--- src/rtl/core/bcc_pkg.sv ---
// ----------------------------------------------------------------------------
// bcc_pkg
// Shared types and constants for the button click classifier: time width,
// register indexes, gesture codes and the structs passed between modules.
// ----------------------------------------------------------------------------
`default_nettype none

package bcc_pkg;

  // Width of the millisecond timestamps; all time differences wrap at this width.
  localparam int TIME_W = 32;
  localparam int CFG_W  = 16;
  localparam int IDX_W  = 4;

  // Configuration register indexes.
  localparam logic [IDX_W-1:0] REG_DEBOUNCE   = IDX_W'(0);
  localparam logic [IDX_W-1:0] REG_HOLD       = IDX_W'(1);
  localparam logic [IDX_W-1:0] REG_SOS        = IDX_W'(2);
  localparam logic [IDX_W-1:0] REG_SOS_REPEAT = IDX_W'(3);

  // Register reset values.
  localparam logic [CFG_W-1:0] DEBOUNCE_RST   = CFG_W'(50);
  localparam logic [CFG_W-1:0] HOLD_RST       = CFG_W'(1500);
  localparam logic [CFG_W-1:0] SOS_RST        = CFG_W'(5000);
  localparam logic [CFG_W-1:0] SOS_REPEAT_RST = CFG_W'(2000);

  // Gesture codes.
  typedef enum logic [1:0] {
    GEST_NONE  = 2'd0,
    GEST_CLICK = 2'd1,
    GEST_HOLD  = 2'd2,
    GEST_SOS   = 2'd3
  } gesture_t;

  // Timing configuration seen by the classifier.
  typedef struct packed {
    logic [CFG_W-1:0] debounce_ms;
    logic [CFG_W-1:0] hold_ms;
    logic [CFG_W-1:0] sos_ms;
    logic [CFG_W-1:0] sos_repeat_ms;
  } cfg_t;

  // One poll word.
  typedef struct packed {
    logic              key_released;
    logic [TIME_W-1:0] now_ms;
    logic              authorized;
    logic              powered_up;
  } poll_t;

  // One result word.
  typedef struct packed {
    gesture_t gesture;
    logic     wake_screen;
    logic     start_clock;
    logic     restart_request;
    logic     shutdown_arm;
    logic     pressed_stable;
  } result_t;

endpackage

`default_nettype wire

--- src/rtl/core/bcc_cfg.sv ---
// ----------------------------------------------------------------------------
// bcc_cfg
// Configuration register file. Writes to unknown indexes are dropped.
// ----------------------------------------------------------------------------
`default_nettype none

module bcc_cfg
  import bcc_pkg::*;
(
  input  wire logic             clk,
  input  wire logic             rst_n,
  input  wire logic             wr_en,
  input  wire logic [IDX_W-1:0] wr_index,
  input  wire logic [CFG_W-1:0] wr_data,
  output cfg_t                  cfg
);

  cfg_t cfg_r;

  // Register writes, one register per write.
  always_ff @(posedge clk) begin
    if (!rst_n) begin
      cfg_r.debounce_ms   <= DEBOUNCE_RST;
      cfg_r.hold_ms       <= HOLD_RST;
      cfg_r.sos_ms        <= SOS_RST;
      cfg_r.sos_repeat_ms <= SOS_REPEAT_RST;
    end else if (wr_en) begin
      unique case (wr_index)
        REG_DEBOUNCE:   cfg_r.debounce_ms   <= wr_data;
        REG_HOLD:       cfg_r.hold_ms       <= wr_data;
        REG_SOS:        cfg_r.sos_ms        <= wr_data;
        REG_SOS_REPEAT: cfg_r.sos_repeat_ms <= wr_data;
        default: ;
      endcase
    end
  end

  assign cfg = cfg_r;

endmodule

`default_nettype wire

--- src/rtl/core/bcc_in_stage.sv ---
// ----------------------------------------------------------------------------
// bcc_in_stage
// Input register. Holds one poll word until the classifier takes it.
// ----------------------------------------------------------------------------
`default_nettype none

module bcc_in_stage
  import bcc_pkg::*;
(
  input  wire logic  clk,
  input  wire logic  rst_n,
  input  wire logic  in_valid,
  output logic       in_stall,
  input  wire poll_t in_word,
  output logic       word_vld,
  output poll_t      word,
  input  wire logic  take
);

  logic  vld_r;
  logic  vld_nxt;
  poll_t word_r;
  logic  load;

  // Stall only while a held word cannot move on this cycle.
  assign in_stall = vld_r && !take;
  assign load     = in_valid && !in_stall;

  always_comb begin
    vld_nxt = vld_r;
    if (load) begin
      vld_nxt = 1'b1;
    end else if (take) begin
      vld_nxt = 1'b0;
    end
  end

  always_ff @(posedge clk) begin
    if (!rst_n) begin
      vld_r <= 1'b0;
    end else begin
      vld_r <= vld_nxt;
    end
  end

  // Payload needs no reset.
  always_ff @(posedge clk) begin
    if (load) begin
      word_r <= in_word;
    end
  end

  assign word_vld = vld_r;
  assign word     = word_r;

endmodule

`default_nettype wire

--- src/rtl/core/bcc_step.sv ---
// ----------------------------------------------------------------------------
// bcc_step
// Key state, debounce and gesture classification for one poll word, and the
// result register that feeds the output channel.
// ----------------------------------------------------------------------------
`default_nettype none

module bcc_step
  import bcc_pkg::*;
(
  input  wire logic  clk,
  input  wire logic  rst_n,
  input  wire cfg_t  cfg,
  input  wire logic  word_vld,
  input  wire poll_t word,
  output logic       take,
  output logic       out_vld,
  input  wire logic  out_stall,
  output result_t    res
);

  // Key state.
  logic              raw_r, raw_nxt;
  logic              stable_r, stable_nxt;
  logic [TIME_W-1:0] press_r, press_nxt;
  logic [TIME_W-1:0] rel_r, rel_nxt;
  logic              half_r, half_nxt;

  // Result register.
  logic    out_vld_r, out_vld_nxt;
  result_t res_r, res_nxt;

  // Working values.
  logic              pressed;
  logic              changed;
  logic [TIME_W-1:0] press_t;
  logic [TIME_W-1:0] rel_t;
  logic [TIME_W-1:0] held;
  logic [TIME_W-1:0] since_rel;
  logic [TIME_W-1:0] press_len;
  logic [TIME_W-1:0] deb_t;
  logic [TIME_W-1:0] hold_t;
  logic [TIME_W-1:0] sos_t;
  logic [TIME_W-1:0] rep_t;

  // A word moves on when the result register is empty or being drained.
  assign take = word_vld && (!out_vld_r || !out_stall);

  assign deb_t  = TIME_W'(cfg.debounce_ms);
  assign hold_t = TIME_W'(cfg.hold_ms);
  assign sos_t  = TIME_W'(cfg.sos_ms);
  assign rep_t  = TIME_W'(cfg.sos_repeat_ms);

  // Record a raw level change with its timestamp.
  assign pressed = !word.key_released;
  assign changed = pressed != raw_r;
  assign press_t = (changed && pressed) ? word.now_ms : press_r;
  assign rel_t   = (changed && !pressed) ? word.now_ms : rel_r;

  // Wrapping time differences.
  assign held      = word.now_ms - press_t;
  assign since_rel = word.now_ms - rel_t;
  assign press_len = rel_t - press_t;

  // Debounce and classify.
  always_comb begin
    raw_nxt    = pressed;
    stable_nxt = stable_r;
    press_nxt  = press_t;
    rel_nxt    = rel_t;
    half_nxt   = half_r;

    res_nxt                 = '0;
    res_nxt.gesture         = GEST_NONE;
    res_nxt.wake_screen     = changed && pressed && word.authorized;
    res_nxt.start_clock     = changed && pressed && !word.authorized;

    if (pressed && stable_r) begin
      // Stable press: repeated SOS while authorized.
      if (word.authorized && (held >= sos_t)) begin
        press_nxt       = press_t + rep_t;
        res_nxt.gesture = GEST_SOS;
      end
    end else if (pressed) begin
      // Press not yet stable: debounce, then hold or a pending click.
      if (held >= deb_t) begin
        if (held >= hold_t) begin
          stable_nxt              = 1'b1;
          half_nxt                = 1'b0;
          res_nxt.gesture         = GEST_HOLD;
          res_nxt.shutdown_arm    = word.powered_up;
          res_nxt.restart_request = !word.powered_up;
        end else begin
          half_nxt = 1'b1;
        end
      end
    end else begin
      // Released: a debounced release completes a click or clears state.
      if (since_rel >= deb_t) begin
        if (half_r && (press_len < hold_t)) begin
          half_nxt        = 1'b0;
          res_nxt.gesture = GEST_CLICK;
        end else begin
          stable_nxt = 1'b0;
          half_nxt   = 1'b0;
        end
      end
    end

    res_nxt.pressed_stable = stable_nxt;
  end

  // Output valid follows takes and drains.
  always_comb begin
    out_vld_nxt = out_vld_r;
    if (take) begin
      out_vld_nxt = 1'b1;
    end else if (!out_stall) begin
      out_vld_nxt = 1'b0;
    end
  end

  // Control and key state.
  always_ff @(posedge clk) begin
    if (!rst_n) begin
      out_vld_r <= 1'b0;
      raw_r     <= 1'b0;
      stable_r  <= 1'b0;
      press_r   <= '0;
      rel_r     <= '0;
      half_r    <= 1'b0;
    end else begin
      out_vld_r <= out_vld_nxt;
      if (take) begin
        raw_r    <= raw_nxt;
        stable_r <= stable_nxt;
        press_r  <= press_nxt;
        rel_r    <= rel_nxt;
        half_r   <= half_nxt;
      end
    end
  end

  // Result payload.
  always_ff @(posedge clk) begin
    if (take) begin
      res_r <= res_nxt;
    end
  end

  assign out_vld = out_vld_r;
  assign res     = res_r;

  // A pending click is only ever tracked while the key is not stably pressed.
  a_half_not_stable: assert property (@(posedge clk) disable iff (!rst_n)
    half_r |-> !stable_r)
    else $error("pending click while key is stably pressed");

  // A hold declaration leaves the key stably pressed.
  a_hold_sets_stable: assert property (@(posedge clk) disable iff (!rst_n)
    (take && res_nxt.gesture == GEST_HOLD) |=> stable_r)
    else $error("hold declared but stable state not pressed");

  // A hold raises exactly one of restart and shutdown, and only a hold does.
  a_hold_one_action: assert property (@(posedge clk) disable iff (!rst_n)
    (take && (res_nxt.restart_request || res_nxt.shutdown_arm)) |->
      (res_nxt.gesture == GEST_HOLD &&
       (res_nxt.restart_request != res_nxt.shutdown_arm)))
    else $error("restart or shutdown without a single hold action");

  // A held result stays put while the output is stalled.
  a_res_holds: assert property (@(posedge clk) disable iff (!rst_n)
    (out_vld_r && out_stall) |=> (out_vld_r && $stable(res_r)))
    else $error("result changed while stalled");

endmodule

`default_nettype wire

--- src/rtl/core/button_click_classifier.sv ---
// ----------------------------------------------------------------------------
// button_click_classifier
// Debounced single-key gesture detector: click, press-and-hold, SOS.
// ----------------------------------------------------------------------------
// Each accepted poll word yields exactly one result word. The block accepts
// one poll per clock while the result side does not stall. A poll word is
// held first in the input register, then its result passes through the
// classifier into the result register. A single classifier pass lies between
// those registers, and its key state is updated once per poll. Timing registers are written
// through the cfg_ port, which is always ready; write only while idle.
`default_nettype none

module button_click_classifier
  import bcc_pkg::*;
(
  input  wire logic              clk,
  input  wire logic              rst_n,
  // Configuration write port.
  input  wire logic              cfg_valid,
  output logic                   cfg_ready,
  input  wire logic [IDX_W-1:0]  cfg_index,
  input  wire logic [CFG_W-1:0]  cfg_data,
  // Poll channel.
  input  wire logic              in_valid,
  output logic                   in_stall,
  input  wire logic              in_key_released,
  input  wire logic [TIME_W-1:0] in_now_ms,
  input  wire logic              in_authorized,
  input  wire logic              in_powered_up,
  // Result channel.
  output logic                   out_valid,
  input  wire logic              out_stall,
  output logic [1:0]             out_gesture,
  output logic                   out_wake_screen,
  output logic                   out_start_clock,
  output logic                   out_restart_request,
  output logic                   out_shutdown_arm,
  output logic                   out_pressed_stable
);

  cfg_t    cfg;
  poll_t   in_word;
  poll_t   word;
  logic    word_vld;
  logic    take;
  result_t res;

  assign cfg_ready = 1'b1;

  bcc_cfg u_cfg (
    .clk      (clk),
    .rst_n    (rst_n),
    .wr_en    (cfg_valid && cfg_ready),
    .wr_index (cfg_index),
    .wr_data  (cfg_data),
    .cfg      (cfg)
  );

  // Gather the poll fields into one word.
  always_comb begin
    in_word.key_released = in_key_released;
    in_word.now_ms       = in_now_ms;
    in_word.authorized   = in_authorized;
    in_word.powered_up   = in_powered_up;
  end

  bcc_in_stage u_in (
    .clk      (clk),
    .rst_n    (rst_n),
    .in_valid (in_valid),
    .in_stall (in_stall),
    .in_word  (in_word),
    .word_vld (word_vld),
    .word     (word),
    .take     (take)
  );

  bcc_step u_step (
    .clk       (clk),
    .rst_n     (rst_n),
    .cfg       (cfg),
    .word_vld  (word_vld),
    .word      (word),
    .take      (take),
    .out_vld   (out_valid),
    .out_stall (out_stall),
    .res       (res)
  );

  // Spread the result word onto the output ports.
  assign out_gesture         = res.gesture;
  assign out_wake_screen     = res.wake_screen;
  assign out_start_clock     = res.start_clock;
  assign out_restart_request = res.restart_request;
  assign out_shutdown_arm    = res.shutdown_arm;
  assign out_pressed_stable  = res.pressed_stable;

endmodule

`default_nettype wire

--- config.mk ---
export PLATFORM = sky130hd
export DESIGN_NAME = button_click_classifier
export DESIGN_NICKNAME = d
export VERILOG_FILES = /design/src/rtl/core/bcc_pkg.sv /design/src/rtl/core/bcc_cfg.sv /design/src/rtl/core/bcc_in_stage.sv /design/src/rtl/core/bcc_step.sv /design/src/rtl/core/button_click_classifier.sv
export SDC_FILE = /design/constraint.sdc
export NUM_CORES = 1
export LEC_CHECK = 0
export ABC_CLOCK_PERIOD_IN_PS = 12900
export BUFFER_PORTS_ARGS = -buffer_cell sky130_fd_sc_hd__buf_2
export CELL_PAD_IN_SITES_DETAIL_PLACEMENT = 1
export CELL_PAD_IN_SITES_GLOBAL_PLACEMENT = 2
export CORE_MARGIN = 5
export CORE_UTILIZATION = 40
export DETAILED_ROUTE_END_ITERATION = 10
export PLACE_DENSITY_LB_ADDON = 0.25
export REMOVE_ABC_BUFFERS = 1
export SYNTH_ARGS = -nofsm -noshare
export SYNTH_HDL_FRONTEND = slang
export SYNTH_SLANG_ARGS = --single-unit
--- constraint.sdc ---
create_clock -name clk -period 12.9 [get_ports clk]
set_input_delay 1.935 -clock clk [delete_from_list [all_inputs] [get_ports clk]]
set_output_delay 1.935 -clock clk [all_outputs]
set_load 0.02 [all_outputs]
[Word level (Yosys, flattened, before mapping)]
Index checks and enable logic that the tools add are counted.
Storage, ports and cells
  register bits: 175
  input bits: 60
  output and inout bits: 10
  word-level logic and storage cells: 91
Cells by class
  add/sub/neg operators: 4
  order comparisons: 5
  equality and inequality tests: 6
  multiplexer cells: 25
  bitwise operators: 3
  reduce and logical (&&, ||, !) cells: 27
Operators by type and width (number)
  greater-or-equal comparator 32 x 16 -> 1 bit: 4
  two-way mux 32 bit: 4
  subtractor 32 bit: 3
  adder 32 x 16 -> 32 bit: 1
  less-than comparator 32 x 16 -> 1 bit: 1
  two-way mux 1 bit: 15
  two-way mux 2 bit: 6
  logical AND 1 bit: 10
  == test 4 x 2 -> 1 bit (second input constant): 2
  AND reduction 2 bit: 4
  zero test 1 bit: 7
  == test 4 x 1 -> 1 bit (second input constant): 1
  zero test 4 bit: 1
  AND reduction 4 bit: 1
  nonzero test 2 bit: 2
  OR reduction 4 bit: 1
  inverter 1 bit: 3
  != test 2 x 1 -> 1 bit (second input constant): 1
  != test 2 bit (second input constant): 1
  logical OR 1 bit: 1
  != test 1 bit: 1

[Depth between registers and ports, before layout]
Gate-level depths: netlist (run 1).
  depth after elaboration: 11
  depth in mapped cells: 33
  gate-level depth less buffers: 27

[Hierarchy]
A second synthesis (run 1) with hierarchy kept.
Unflattened totals
  cells, all modules: 2312
  area total of the unflattened synthesis: 17822.1 µm²
By module, submodules not included
  bcc_step: instances 1, cells an instance 2025, area each 14238.7 µm², sequential area each 1571.5 µm²
  bcc_cfg: instances 1, cells an instance 246, area each 2473.6 µm², sequential area each 1281.2 µm²
  bcc_in_stage: instances 1, cells an instance 39, area each 1098.6 µm², sequential area each 1071.0 µm²
  button_click_classifier: instances 1, cells an instance 2, area each 11.3 µm², sequential area each 0.0 µm²

[Worst setup path after synthesis (run 1)]
OpenSTA, ideal clock, no wires.
  path type: reg2reg
  from: register u_step.raw_r
  to: register u_step.res_r, in the netlist u_step.res[0] (data pin)
  setup time: 146 ps
  arrival: 6451 ps
  required time: 12754 ps
  path slack: 6303 ps
  stages on the path, launching flop included: 32
  path buffers: 6
  clock period less this slack: 6597 ps
  cell sequence: dfxtp_1 > buf_4 > buf_6 > and2_1 > buf_4 > buf_4 > clkbuf_1 > buf_1 > mux2i_1 > ha_1 > nor2_1 > o21ai_0 > o311a_1 > a31oi_1 > a211oi_2 > a21oi_1 > o2111ai_1 > nand2_1 > a21o_1 > a21oi_1 > xnor2_1 > ha_1 > nand4b_1 > a211oi_1 > o221ai_1 > a2111oi_0 > o2111a_1 > o311ai_0 > a2111oi_0 > nand4_1 > nand2b_1 > a21boi_1
RTL lines
  start, declared: RTL line bcc_step.sv:23  | logic raw_r, raw_nxt;
  start signal, assigned: RTL line bcc_step.sv:135  | raw_r <= raw_nxt;
  end signal, assigned: RTL line bcc_step.sv:147  | res_r <= res_nxt;
  end, declared: RTL line bcc_step.sv:31  | result_t res_r, res_nxt;

==> results of run 1 <==
-- area by class of cell --
cell class	instances	area, sq um
Fill cell	5320	24500
Inverter	128	482
Timing Repair Buffer	83	453
Multi-Input combinational cell	1860	12400
Sequential cell	175	3930
Clock buffer	20	458
Tap cell	585	732
Clock inverter	12	169
-- tightest hold or removal path, cell delays in order (launching register included) --
cell	delay, ns
sky130_fd_sc_hd__dfxtp_1	0.31
sky130_fd_sc_hd__nand2_1	0.05
sky130_fd_sc_hd__a21oi_1	0.05
-- path summary, 6_finish.rpt --
path / start / endpoint / slack (ns) / cells past startpoint
worst min register to register: u_cfg.cfg[18]$_SDFFE_PN0P_ / u_cfg.cfg[18]$_SDFFE_PN0P_ / 0.46 / 2
worst min-delay path: u_cfg.cfg[18]$_SDFFE_PN0P_ / u_cfg.cfg[18]$_SDFFE_PN0P_ / 0.46 / 2
worst max-delay path: u_in.word[34]$_DFFE_PP_ / u_step.res[0]$_DFFE_PP_ / 5.72 / 22
worst max register to register: u_in.word[34]$_DFFE_PP_ / u_step.res[0]$_DFFE_PP_ / 5.72 / 22
-- layout by cell type (no fill, tap or decap), types with 12 or more instances in the layout --
cell	synthesis	layout
sky130_fd_sc_hd__xnor2_1	62	62
sky130_fd_sc_hd__clkbuf_16	0	18
sky130_fd_sc_hd__buf_4	9	15
sky130_fd_sc_hd__a221oi_1	12	12
sky130_fd_sc_hd__dfxtp_1	133	132
sky130_fd_sc_hd__o221ai_1	12	12
sky130_fd_sc_hd__nand2_1	302	301
sky130_fd_sc_hd__a211oi_1	44	44
sky130_fd_sc_hd__ha_1	148	148
sky130_fd_sc_hd__or2_2	11	12
sky130_fd_sc_hd__mux2i_1	41	41
sky130_fd_sc_hd__xor2_1	43	43
sky130_fd_sc_hd__o21ai_0	101	101
sky130_fd_sc_hd__and3_1	21	21
sky130_fd_sc_hd__o21bai_1	12	12
sky130_fd_sc_hd__a31oi_1	41	41
sky130_fd_sc_hd__edfxtp_1	42	42
sky130_fd_sc_hd__o211ai_1	43	43
sky130_fd_sc_hd__o21a_1	18	18
sky130_fd_sc_hd__nand3_1	59	59
sky130_fd_sc_hd__o2111ai_1	16	16
sky130_fd_sc_hd__a21oi_1	206	206
sky130_fd_sc_hd__and2_1	18	17
sky130_fd_sc_hd__nand2b_1	46	46
sky130_fd_sc_hd__maj3_1	16	16
sky130_fd_sc_hd__inv_1	125	124
sky130_fd_sc_hd__or3_1	18	18
sky130_fd_sc_hd__nor2b_1	44	43
sky130_fd_sc_hd__a31o_2	12	12
sky130_fd_sc_hd__nor2_1	143	142
sky130_fd_sc_hd__nand4_1	48	48
sky130_fd_sc_hd__nor3_1	34	32
sky130_fd_sc_hd__a211o_1	15	15
sky130_fd_sc_hd__o22ai_1	14	14
sky130_fd_sc_hd__a21o_1	70	70
sky130_fd_sc_hd__buf_2	15	68
-- per-layer routing --
metal  vias to the layer above  GRT usage [%]  wire, um
li1                       8381              -         -
met1                      9035           41.4     33500
met2                       515           42.7     29800
met3                        85           6.70      4820
met4                         0           8.77      1790
met5                         -              0         0
-- power groups by stage --
| stage | combinational (uW) | clock (uW) | sequential, uW |
|---|---|---|---|
| detailed placement | 784 | 0 | 627 |
| global placement | 765 | 0 | 626 |
| floorplan | 540 | 0 | 618 |
| global route | 872 | 616 | 619 |
| CTS | 790 | 596 | 615 |
| finish | 803 | 584 | 616 |
-- sequential cells by signal, summed over array words and instances (netlist names) --
name / count
u_cfg.cfg: 64
u_in.word: 35
u_in.word_vld: 1
u_step.half_r: 1
u_step.press_r: 32
u_step.stable_r: 1
u_step.out_vld: 1
u_step.res: 7
u_step.rel_r: 32
u_step.raw_r: 1
-- through the flow --
step,hold WS (ns),cell area (sq um)
global route,0.477,18600
CTS,0.458,18600
detailed placement,0.448,18000
finish,0.457,18600
global placement,0.443,18000
floorplan,0.432,16800
-- kinds of logic (layout without fill, tap and decap cells) --
family,count (synthesis),in the layout,synth area share (%)
xor+xnor,106,106,5.45
other cells,1,1,0.0216
mux,45,45,2.62
flops,175,175,22.6
buf+inv,271,243,6.24
simple gates,803,803,22.5
compound gates,740,740,29.0
fa+ha+maj,165,165,11.6
==> Implementation_results.wiki, run 1 <==
{| class="wikitable"
! Metric !! Value
|-
| Antenna diodes || 0
|-
| Starting DRC count in detailed routing || 1540
|-
| Cell types with the highest counts after synthesis || 302 x sky130_fd_sc_hd__nand2_1, 206 x sky130_fd_sc_hd__a21oi_1, 148 x sky130_fd_sc_hd__ha_1, 143 x sky130_fd_sc_hd__nor2_1, 133 x sky130_fd_sc_hd__dfxtp_1
|-
| Layout cell share with drive strength beyond 1 || 7.77%
|-
| Count of pins over their slew limit || 0
|-
| Overall die height || 218 um
|-
| CP max FO || 56
|-
| Final Setup Violations || 0
|-
| Number of CTS-inserted buffers || 17
|-
| Post-route ant nets || 0
|-
| Drt first pass iters || 5
|-
| Clock slew seen by the registers of the worst setup and hold paths || 0.07 ns
|-
| Remaining DRCs || 0
|-
| Share of the clock period used by the worst path after layout || 55.6%
|-
| Most frequent cell after synthesis || sky130_fd_sc_hd__nand2_1
|-
| Largest incremental delay on the critical path || 0.94 ns
|-
| Initial Util || 40.4%
|-
| Fraction of the core area covered by cells at the end of the flow || 43.2%
|-
| Number of global-route vias before repair || 17700
|-
| Syn. warnings || 0
|-
| Net switching fraction of the power || 41.0%
|-
| Total placed cells including tap cells || 2831
|-
| Pwr Total || 2000 uW
|-
| Bufs on Longest Clock Path || 2
|-
| DIE WIDTH || 218 um
|-
| Post-Syn Area per Cell || 7.54 sq um
|-
| Ports placed on the boundary || 70
|-
| Synth Register Bits || 175
|-
| Time the worst path needs with I/O delays and setup || 7.18 ns
|-
| Detail-routed via count per cell || 6.29
|-
| Fraction of synthesized cell area taken by the top area cell type || 15.3%
|-
| Worst IR drop on VDD || 0.0000946 V
|-
| CP Buf/Inv Count || 2
|-
| Count of non-filler cells in the finished layout || 2863
|-
| Worst-skew pair later-pin latency || 0.51 ns
|-
| Most common flop cell mapped by yosys || sky130_fd_sc_hd__dfxtp_1
|-
| Hold_buf cts || 0
|-
| Number of buffers inserted by port buffering || 68
|-
| Total number of vias || 18000
|-
| CTS sink count || 175
|-
| FMAX || 139 MHz
|-
| Tightest slew margin relative to the limit || 21.4%
|-
| Critical-path cell list || buf_4 > clkinv_1 > o311a_1 > a31oi_1 > a211oi_2 > a21oi_1 > o2111ai_1 > nand2_1 > a21o_1 > a21oi_1 > xnor2_1 > ha_1 > nand4b_1 > a211oi_1 > o221ai_1 > a2111oi_0 > o2111a_1 > o311ai_0 > a2111oi_0 > nand4_1 > nand2b_1 > a21boi_1
|-
| Reg power frac || 30.8%
|-
| Gate family responsible for the most delay along the worst path || compound AO/OA/AOI/OAI gates
|-
| Proportion of power drawn by the clock network || 29.1%
|-
| Total Routing Usage GR || 28.8%
|-
| Number of maximum-capacitance constraint violations || 0
|-
| Sw Pwr || 822 uW
|-
| EDFF count, synth || 42
|-
| Startpoint types || flip-flop
|-
| Routability congestion estimate from global placement || 0.988
|-
| Skew final || 0.0301 ns
|-
| Startpoint-to-endpoint class of the critical path || reg -> reg
|-
| TritonCTS clock tree || built
|-
| Status || completed
|-
| Top area cells in the synthesized netlist || sky130_fd_sc_hd__dfxtp_1 15%, sky130_fd_sc_hd__ha_1 11%, sky130_fd_sc_hd__edfxtp_1 7.3%
|-
| Slew @ Worst Pin || 1.18 ns
|-
| Global-route wire length before repair || 106000 um
|-
| Total die area || 0.0477 sq mm
|-
| Cell type with the largest total area after synthesis || sky130_fd_sc_hd__dfxtp_1
|-
| Total standard cell area after synthesis || 0.0174 sq mm
|-
| Arrival time of the worst setup path || 7.52 ns
|-
| Initial antenna violation count || 0
|-
| Placement Setup Slack || 5.91 ns
|-
| Type of element capturing the critical path || flip-flop
|-
| Highest-delay cell along the critical path || sky130_fd_sc_hd__clkinv_1
|-
| Hold Violations, Final || 0
|-
| Remaining global-route overflow || 0
|-
| Type of the most critical hold path || reg -> reg
|-
| Combinational share of power || 40.1%
|-
| Area delta synth->final || 7.12%
|-
| Leak Pwr || 0.00740 uW
|-
| RSZ-0062 raised after global routing || no
|-
| Core Box Area || 0.0431 sq mm
|-
| CTS Root Buffer Type || sky130_fd_sc_hd__clkbuf_16
|-
| Post-DR wirelength/cell || 24.4 um
|-
| Internal Dissipation || 1180 uW
|-
| Required time of the critical path || 13.25 ns
|-
| Number of gates resized after cts || 0
|-
| Power density normalized to cell area || 108 mW/mm^2
|-
| HPWL after detailed placement || 54500 um
|-
| Count of distinct cell types in the synthesized netlist || 95
|-
| Aggregate routed wire length || 69900 um
|-
| Min setup slack post-route || 5.72 ns
|-
| Share of flip-flops with an asynchronous set or reset || 0%
|-
| Number of nets in the finished design || 2473
|-
| Sequential cell area fraction in the yosys report || 22.6%
|-
| Num rows || 76
|-
| Total number of H-tree levels || 4
|-
| Gate count after technology mapping || 2306
|-
| Number of setup buffers added after CTS || 0
|-
| Setup tns final || 0 ns
|-
| Maximum number of pins on one net before global-route repair || 62
|}
No activity file was read; power rests on OpenSTA's default activity.
==> inputs of run 2 (changes only) <==
- ABC_AREA: default -> 1
- ABC_CLOCK_PERIOD_IN_PS: 12900 -> 6500
- CORE_UTILIZATION: 40 -> 31
- clock period: 12.9 -> 6.5 ns (I/O delays scaled with it)
==> Implementation_results.wiki, run 2 <==
{| class="wikitable"
! Metric !! Value
|-
| Cell type with the largest total area after synthesis || sky130_fd_sc_hd__nand2_1
|-
| Routability congestion estimate from global placement || 0.879
|-
| Layout cell share with drive strength beyond 1 || 7.43%
|-
| Number of setup buffers added after CTS || 0
|-
| Largest register FFs || 64
|-
| Arrival time of the worst setup path || 6.35 ns
|-
| Leading cell type in the layout, fill and taps excluded || sky130_fd_sc_hd__nand2_1
|-
| Routed wire length on met2 || 34100 um
|-
| Startpoint types || flip-flop
|-
| Hold_buf cts || 0
|-
| Skew final || 0.0148 ns
|-
| Hold Slack || 0.463 ns
|-
| Total die area || 0.0603 sq mm
|-
| Type of the most critical hold path || reg -> reg
|-
| Area delta synth->final || 9.80%
|-
| Share of the clock period used by the worst path after layout || 91.3%
|-
| FILL cells || 7308
|-
| Count of non-filler cells in the finished layout || 3630
|-
| Leak Pwr || 0.00936 uW
|-
| Fraction of synthesized cell area taken by the top area cell type || 16.9%
|-
| Remaining global-route overflow || 0
|-
| Mux cell area share after synthesis || 0%
|-
| Total number of vias || 18900
|-
| EDFF count, synth || 42
|-
| CP max FO || 48
|-
| Worst IR drop on VDD || 0.000236 V
|-
| Most frequent cell after synthesis || sky130_fd_sc_hd__nand2_1
|-
| Combinational family with the most area after synthesis || simple AND/OR/NAND/NOR gates
|-
| Sequential cell area fraction in the yosys report || 22.8%
|-
| Total number of H-tree levels || 4
|-
| Count of pins over their slew limit || 0
|-
| Placement-stage cell area || 0.0183 sq mm
|-
| CP Buf/Inv Count || 4
|-
| Total Routing Usage GR || 24.9%
|-
| Maximum number of pins on one net before global-route repair || 84
|-
| DIE WIDTH || 246 um
|-
| Global-route wire length before repair || 115000 um
|-
| Bufs on Longest Clock Path || 2
|-
| Type of element capturing the critical path || flip-flop
|-
| Required time of the critical path || 6.91 ns
|-
| Metal3 WL || 3030 um
|-
| Overall die height || 246 um
|-
| Total standard cell area after synthesis || 0.0172 sq mm
|-
| Post-route ant nets || 0
|-
| Startpoint-to-endpoint class of the critical path || reg -> reg
|-
| Number of gates resized after cts || 0
|-
| Total placed cells including tap cells || 3598
|-
| Detail-routed via count per cell || 5.20
|-
| Remaining DRCs || 0
|-
| Core Box Area || 0.0550 sq mm
|-
| FMAX || 169 MHz
|-
| Drt first pass iters || 6
|-
| CTS Root Buffer Type || sky130_fd_sc_hd__clkbuf_16
|-
| Xor/xnor cell area share of the yosys netlist || 2.95%
|-
| Length of routed wiring on met1 || 37300 um
|-
| Final Setup Violations || 0
|-
| Aggregate routed wire length || 75700 um
|-
| Syn. warnings || 0
|-
| Post-DR wirelength/cell || 20.9 um
|-
| Share of flip-flops with an asynchronous set or reset || 0%
|-
| Post-Syn Area per Cell || 6.06 sq um
|-
| Commonest cells after routing, fill and taps aside || 776 x sky130_fd_sc_hd__nand2_1, 415 x sky130_fd_sc_hd__inv_1, 266 x sky130_fd_sc_hd__nor2_1
|-
| Number of buffers inserted by port buffering || 68
|-
| Count of distinct cell types in the synthesized netlist || 50
|-
| Initial antenna violation count || 2
|-
| Most common flop cell mapped by yosys || sky130_fd_sc_hd__dfxtp_1
|-
| Hold Violations, Final || 0
|-
| Synth Register Bits || 175
|-
| Setup tns final || 0 ns
|-
| Highest-delay cell along the critical path || sky130_fd_sc_hd__nor2_4
|-
| Worst-skew pair later-pin latency || 0.52 ns
|-
| Number of CTS-inserted buffers || 17
|-
| Tightest slew margin relative to the limit || 26.1%
|-
| Antenna diodes || 0
|-
| Time the worst path needs with I/O delays and setup || 5.93 ns
|-
| Fraction of the mapped netlist area in simple logic gates || 35.0%
|-
| Top area cells in the synthesized netlist || sky130_fd_sc_hd__nand2_1 17%, sky130_fd_sc_hd__dfxtp_1 15%, sky130_fd_sc_hd__ha_1 11%
|-
| Cell types with the highest counts after synthesis || 776 x sky130_fd_sc_hd__nand2_1, 416 x sky130_fd_sc_hd__inv_1, 268 x sky130_fd_sc_hd__nor2_1, 240 x sky130_fd_sc_hd__a21oi_1, 220 x sky130_fd_sc_hd__o21ai_0
|-
| Number of maximum-capacitance constraint violations || 0
|-
| TritonCTS clock tree || built
|-
| Post-synthesis share of cell area spent on full adders, half adders and majority gates || 10.8%
|-
| HPWL after detailed placement || 62200 um
|-
| Ports placed on the boundary || 70
|-
| Synthesized-area fraction occupied by ao, oa, aoi and oai cells || 17.2%
|-
| Layout Cell Area excl Fill || 0.0189 sq mm
|-
| CTS sink count || 175
|-
| Initial Util || 31.3%
|-
| RSZ-0062 raised after global routing || no
|-
| Slew @ Worst Pin || 1.11 ns
|-
| Largest incremental delay on the critical path || 0.58 ns
|-
| Num rows || 86
|-
| Status || completed
|-
| Number of global-route vias before repair || 19100
|-
| Gate count after technology mapping || 2837
|-
| Most common cell on crit path || sky130_fd_sc_hd__nand2_1
|-
| Number of nets in the finished design || 3077
|-
| Fraction of the core area covered by cells at the end of the flow || 34.3%
|-
| Starting DRC count in detailed routing || 1168
|-
| Gate family responsible for the most delay along the worst path || simple AND/OR/NAND/NOR gates
|-
| Power density normalized to cell area || 226 mW/mm^2
|-
| Top routing layer in use || met5
|-
| Clock slew seen by the registers of the worst setup and hold paths || 0.08 ns
|}
-- run 2: cell count changes in the layout (fill, tap and decap cells not counted), moves of 34 or more --
| cell | before | now |
|---|---|---|
| sky130_fd_sc_hd__nand2_1 | 301 | 776 |
| sky130_fd_sc_hd__inv_1 | 124 | 415 |
| sky130_fd_sc_hd__nor2_1 | 142 | 266 |
| sky130_fd_sc_hd__o21ai_0 | 101 | 220 |
| sky130_fd_sc_hd__nand3_1 | 59 | 167 |
| sky130_fd_sc_hd__a21o_1 | 70 | 7 |
| sky130_fd_sc_hd__xnor2_1 | 62 | 15 |
| sky130_fd_sc_hd__nand2b_1 | 46 | 0 |
| sky130_fd_sc_hd__nor2b_1 | 43 | 0 |
| sky130_fd_sc_hd__mux2i_1 | 41 | 0 |
| sky130_fd_sc_hd__a211oi_1 | 44 | 6 |
| sky130_fd_sc_hd__a31oi_1 | 41 | 5 |
| sky130_fd_sc_hd__a21oi_1 | 206 | 240 |
| sky130_fd_sc_hd__o21ai_1 | 3 | 37 |
-- run 2: area by class of cell --
class                   count  area (sq um)  area share, %
multi-input cells        2164         11400           60.1
inverters                 429          1610           8.53
well taps                 748           936           4.96
flip-flops and latches    175          3920           20.8
clock inverters            11           119          0.630
clock buffers              21           482           2.55
repair buffers             82           458           2.43
-- run 2: where the power goes --
group	switching (uW)	internal, uW	total (uW)
logic	1300	599	1900
registers	48.8	1170	1220
clock network	559	581	1140
total	1910	2350	4260
-- run 2: kinds of logic (layout without fill, tap and decap cells) --
logic type / Yosys count / after routing
xor+xnor: 58 / 58
other cells: 1 / 1
compound gates: 558 / 558
flops: 175 / 175
buf+inv: 498 / 543
fa+ha+maj: 148 / 148
simple gates: 1399 / 1399
-- run 2: metrics by stage --
stage          setup slack, ns  total power (uW)
6_report                 0.566              4260
5_1_grt                  0.225              4570
4_1_cts                  0.581              4290
3_5_place_dp             0.593              3120
3_3_place_gp             0.670              3070
2_1_floorplan           -0.287              2500
-- run 2: worst min-delay path, stage by stage, from the launching register on --
cell                      delay (ns)
sky130_fd_sc_hd__dfxtp_1        0.30
sky130_fd_sc_hd__inv_1          0.06
sky130_fd_sc_hd__a21oi_1        0.06
-- run 2: path summary, 6_finish.rpt --
path | start | end | slack (ns) | cells past startpoint
worst max-delay path | u_in.word[34]$_DFFE_PP_ | u_step.press_r[25]$_SDFFE_PN0P_ | 0.57 | 26
worst min-delay path | u_cfg.cfg[26]$_SDFFE_PN0P_ | u_cfg.cfg[26]$_SDFFE_PN0P_ | 0.46 | 2
worst max register to register | u_in.word[34]$_DFFE_PP_ | u_step.press_r[25]$_SDFFE_PN0P_ | 0.57 | 26
worst min register to register | u_cfg.cfg[26]$_SDFFE_PN0P_ | u_cfg.cfg[26]$_SDFFE_PN0P_ | 0.46 | 2
-- run 2: per-layer routing --
metal  vias up  global-route usage [%]
met2       340                    40.4
met4         2                    5.61
met1      9177                    35.6
met5         -                       0
met3        59                    2.77
li1       9309                       -
==> inputs of run 3 (changes only) <==
- CORE_MARGIN: 5 -> 2
==> Implementation_results.wiki, run 3 (same netlist as run 2, synthesis figures left out) <==
{| class="wikitable"
! Metric !! Value
|-
| Status || completed
|-
| Initial Util || 31.3%
|-
| Pwr Total || 4190 uW
|-
| Worst IR drop on VDD || 0.000232 V
|-
| Routability congestion estimate from global placement || 0.951
|-
| Remaining DRCs || 0
|-
| Number of gates resized after cts || 0
|-
| Net switching fraction of the power || 45.0%
|-
| Remaining global-route overflow || 0
|-
| Skew final || 0.00945 ns
|-
| Power density normalized to cell area || 223 mW/mm^2
|-
| Fraction of the core area covered by cells at the end of the flow || 34.2%
|-
| Post-DR wirelength/cell || 20.6 um
|-
| Initial antenna violation count || 1
|-
| Count of pins over their slew limit || 0
|-
| Leak Pwr || 0.00934 uW
|-
| Antenna diodes || 0
|-
| Number of global-route vias before repair || 19100
|-
| Share of the clock period used by the worst path after layout || 86.7%
|-
| Number of setup buffers added after CTS || 0
|-
| TritonCTS clock tree || built
|-
| Internal Dissipation || 2300 uW
|-
| Area delta synth->final || 9.50%
|-
| Hold Violations, Final || 0
|-
| Total number of vias || 18900
|-
| CTS sink count || 175
|-
| Type of element capturing the critical path || flip-flop
|-
| Overall die height || 240 um
|-
| Placement-stage cell area || 0.0183 sq mm
|-
| DIE WIDTH || 240 um
|-
| Final Setup Violations || 0
|-
| Proportion of power drawn by the clock network || 25.8%
|-
| Number of maximum-capacitance constraint violations || 0
|-
| Global-route wire length before repair || 112000 um
|-
| Startpoint-to-endpoint class of the critical path || reg -> reg
|-
| Min setup slack post-route || 0.867 ns
|-
| Combinational share of power || 45.1%
|-
| Reg power frac || 29.1%
|-
| Total number of H-tree levels || 4
|-
| Largest register FFs || 64
|-
| Tightest slew margin relative to the limit || 24.7%
|-
| Bufs on Longest Clock Path || 2
|-
| Starting DRC count in detailed routing || 1155
|-
| Num rows || 86
|-
| Startpoint types || flip-flop
|-
| Leading cell type in the layout, fill and taps excluded || sky130_fd_sc_hd__nand2_1
|-
| CP max FO || 38
|-
| Number of CTS-inserted buffers || 17
|-
| FMAX || 178 MHz
|-
| Core Box Area || 0.0550 sq mm
|-
| Detail-routed via count per cell || 5.22
|-
| Clock slew seen by the registers of the worst setup and hold paths || 0.08 ns
|-
| Total die area || 0.0574 sq mm
|-
| Arrival time of the worst setup path || 6.04 ns
|-
| HPWL after detailed placement || 61900 um
|-
| Sw Pwr || 1890 uW
|-
| Total Routing Usage GR || 26.1%
|-
| Aggregate routed wire length || 74600 um
|-
| Number of buffers inserted by port buffering || 68
|-
| Slew @ Worst Pin || 1.13 ns
|-
| Commonest cells after routing, fill and taps aside || 776 x sky130_fd_sc_hd__nand2_1, 415 x sky130_fd_sc_hd__inv_1, 266 x sky130_fd_sc_hd__nor2_1
|-
| Post-route ant nets || 0
|-
| Time the worst path needs with I/O delays and setup || 5.63 ns
|-
| Maximum number of pins on one net before global-route repair || 70
|-
| Layout cell share with drive strength beyond 1 || 7.36%
|-
| Layout Cell Area excl Fill || 0.0188 sq mm
|-
| RSZ-0062 raised after global routing || no
|-
| Hold_buf cts || 0
|-
| Worst-skew pair later-pin latency || 0.51 ns
|-
| Drt first pass iters || 5
|-
| Number of nets in the finished design || 3076
|-
| Type of the most critical hold path || reg -> reg
|-
| Placement Setup Slack || 0.842 ns
|-
| CTS Root Buffer Type || sky130_fd_sc_hd__clkbuf_16
|-
| Required time of the critical path || 6.91 ns
|-
| Ports placed on the boundary || 70
|}
-- run 3: layout make-up --
| cell class | instances | area, sq um |
|---|---|---|
| Clock inverter | 14 | 134 |
| Clock buffer | 18 | 429 |
| Tap cell | 748 | 936 |
| Multi-Input combinational cell | 2164 | 11400 |
| Timing Repair Buffer | 81 | 438 |
| Inverter | 429 | 1610 |
| Sequential cell | 175 | 3920 |
| Fill cell | 7274 | 36200 |
-- run 3: path summary, 6_finish.rpt --
| check | slack [ns] | cells past startpoint | to | startpoint |
|---|---|---|---|---|
| worst max-delay path | 0.87 | 25 | u_step.press_r[24]$_SDFFE_PN0P_ | u_in.word[34]$_DFFE_PP_ |
| worst min-delay path | 0.47 | 2 | u_cfg.cfg[26]$_SDFFE_PN0P_ | u_cfg.cfg[26]$_SDFFE_PN0P_ |
| worst max register to register | 0.87 | 25 | u_step.press_r[24]$_SDFFE_PN0P_ | u_in.word[34]$_DFFE_PP_ |
| worst min register to register | 0.47 | 2 | u_cfg.cfg[26]$_SDFFE_PN0P_ | u_cfg.cfg[26]$_SDFFE_PN0P_ |
-- run 3: through the flow --
stage	TNS [ns]	std cells	hold WS, ns
after floorplan	-4.88	2768	0.435
after global placement	0	3597	0.450
after detailed placement	0	3597	0.457
after CTS	0	3629	0.469
after global routing	0	3629	0.491
final	0	3629	0.473
-- run 3: layer usage --
metal | global-route usage [%] | routed length, um | vias up
met1 | 35.9 | 36600 | 9242
li1 | - | - | 9298
met4 | 6.48 | 1520 | 2
met2 | 41.9 | 33100 | 324
met5 | 0 | 13 | -
met3 | 4.87 | 3420 | 74
-- run 3: power by group through the flow --
| stage | clock, uW | combinational (uW) | sequential [uW] |
|---|---|---|---|
| global route | 1140 | 2120 | 1220 |
| floorplan | 0 | 1280 | 1220 |
| global placement | 0 | 1820 | 1240 |
| CTS | 1110 | 1890 | 1220 |
| detailed placement | 0 | 1880 | 1240 |
| finish | 1080 | 1890 | 1220 |
-- run 3: critical path: stages, from the launching register on --
cell and delay, ns:
sky130_fd_sc_hd__edfxtp_1 0.54, sky130_fd_sc_hd__nor2_4 0.54, sky130_fd_sc_hd__nand2_1 0.10, sky130_fd_sc_hd__o21ai_0 0.27, sky130_fd_sc_hd__ha_1 0.25, sky130_fd_sc_hd__inv_1 0.11, sky130_fd_sc_hd__ha_1 0.20, sky130_fd_sc_hd__or2_2 0.32
sky130_fd_sc_hd__nand3_1 0.09, sky130_fd_sc_hd__nand3_2 0.13, sky130_fd_sc_hd__nand2_1 0.09, sky130_fd_sc_hd__nand2_1 0.13, sky130_fd_sc_hd__xnor2_1 0.46, sky130_fd_sc_hd__ha_1 0.19, sky130_fd_sc_hd__nand2_1 0.07, sky130_fd_sc_hd__nor2_1 0.13
sky130_fd_sc_hd__o21ai_0 0.13, sky130_fd_sc_hd__o211ai_1 0.25, sky130_fd_sc_hd__a41oi_1 0.28, sky130_fd_sc_hd__nand3_4 0.25, sky130_fd_sc_hd__buf_4 0.49, sky130_fd_sc_hd__nand3_1 0.13, sky130_fd_sc_hd__nand2_1 0.10, sky130_fd_sc_hd__nand3_1 0.07
sky130_fd_sc_hd__nand2_1 0.10, sky130_fd_sc_hd__inv_1 0.04
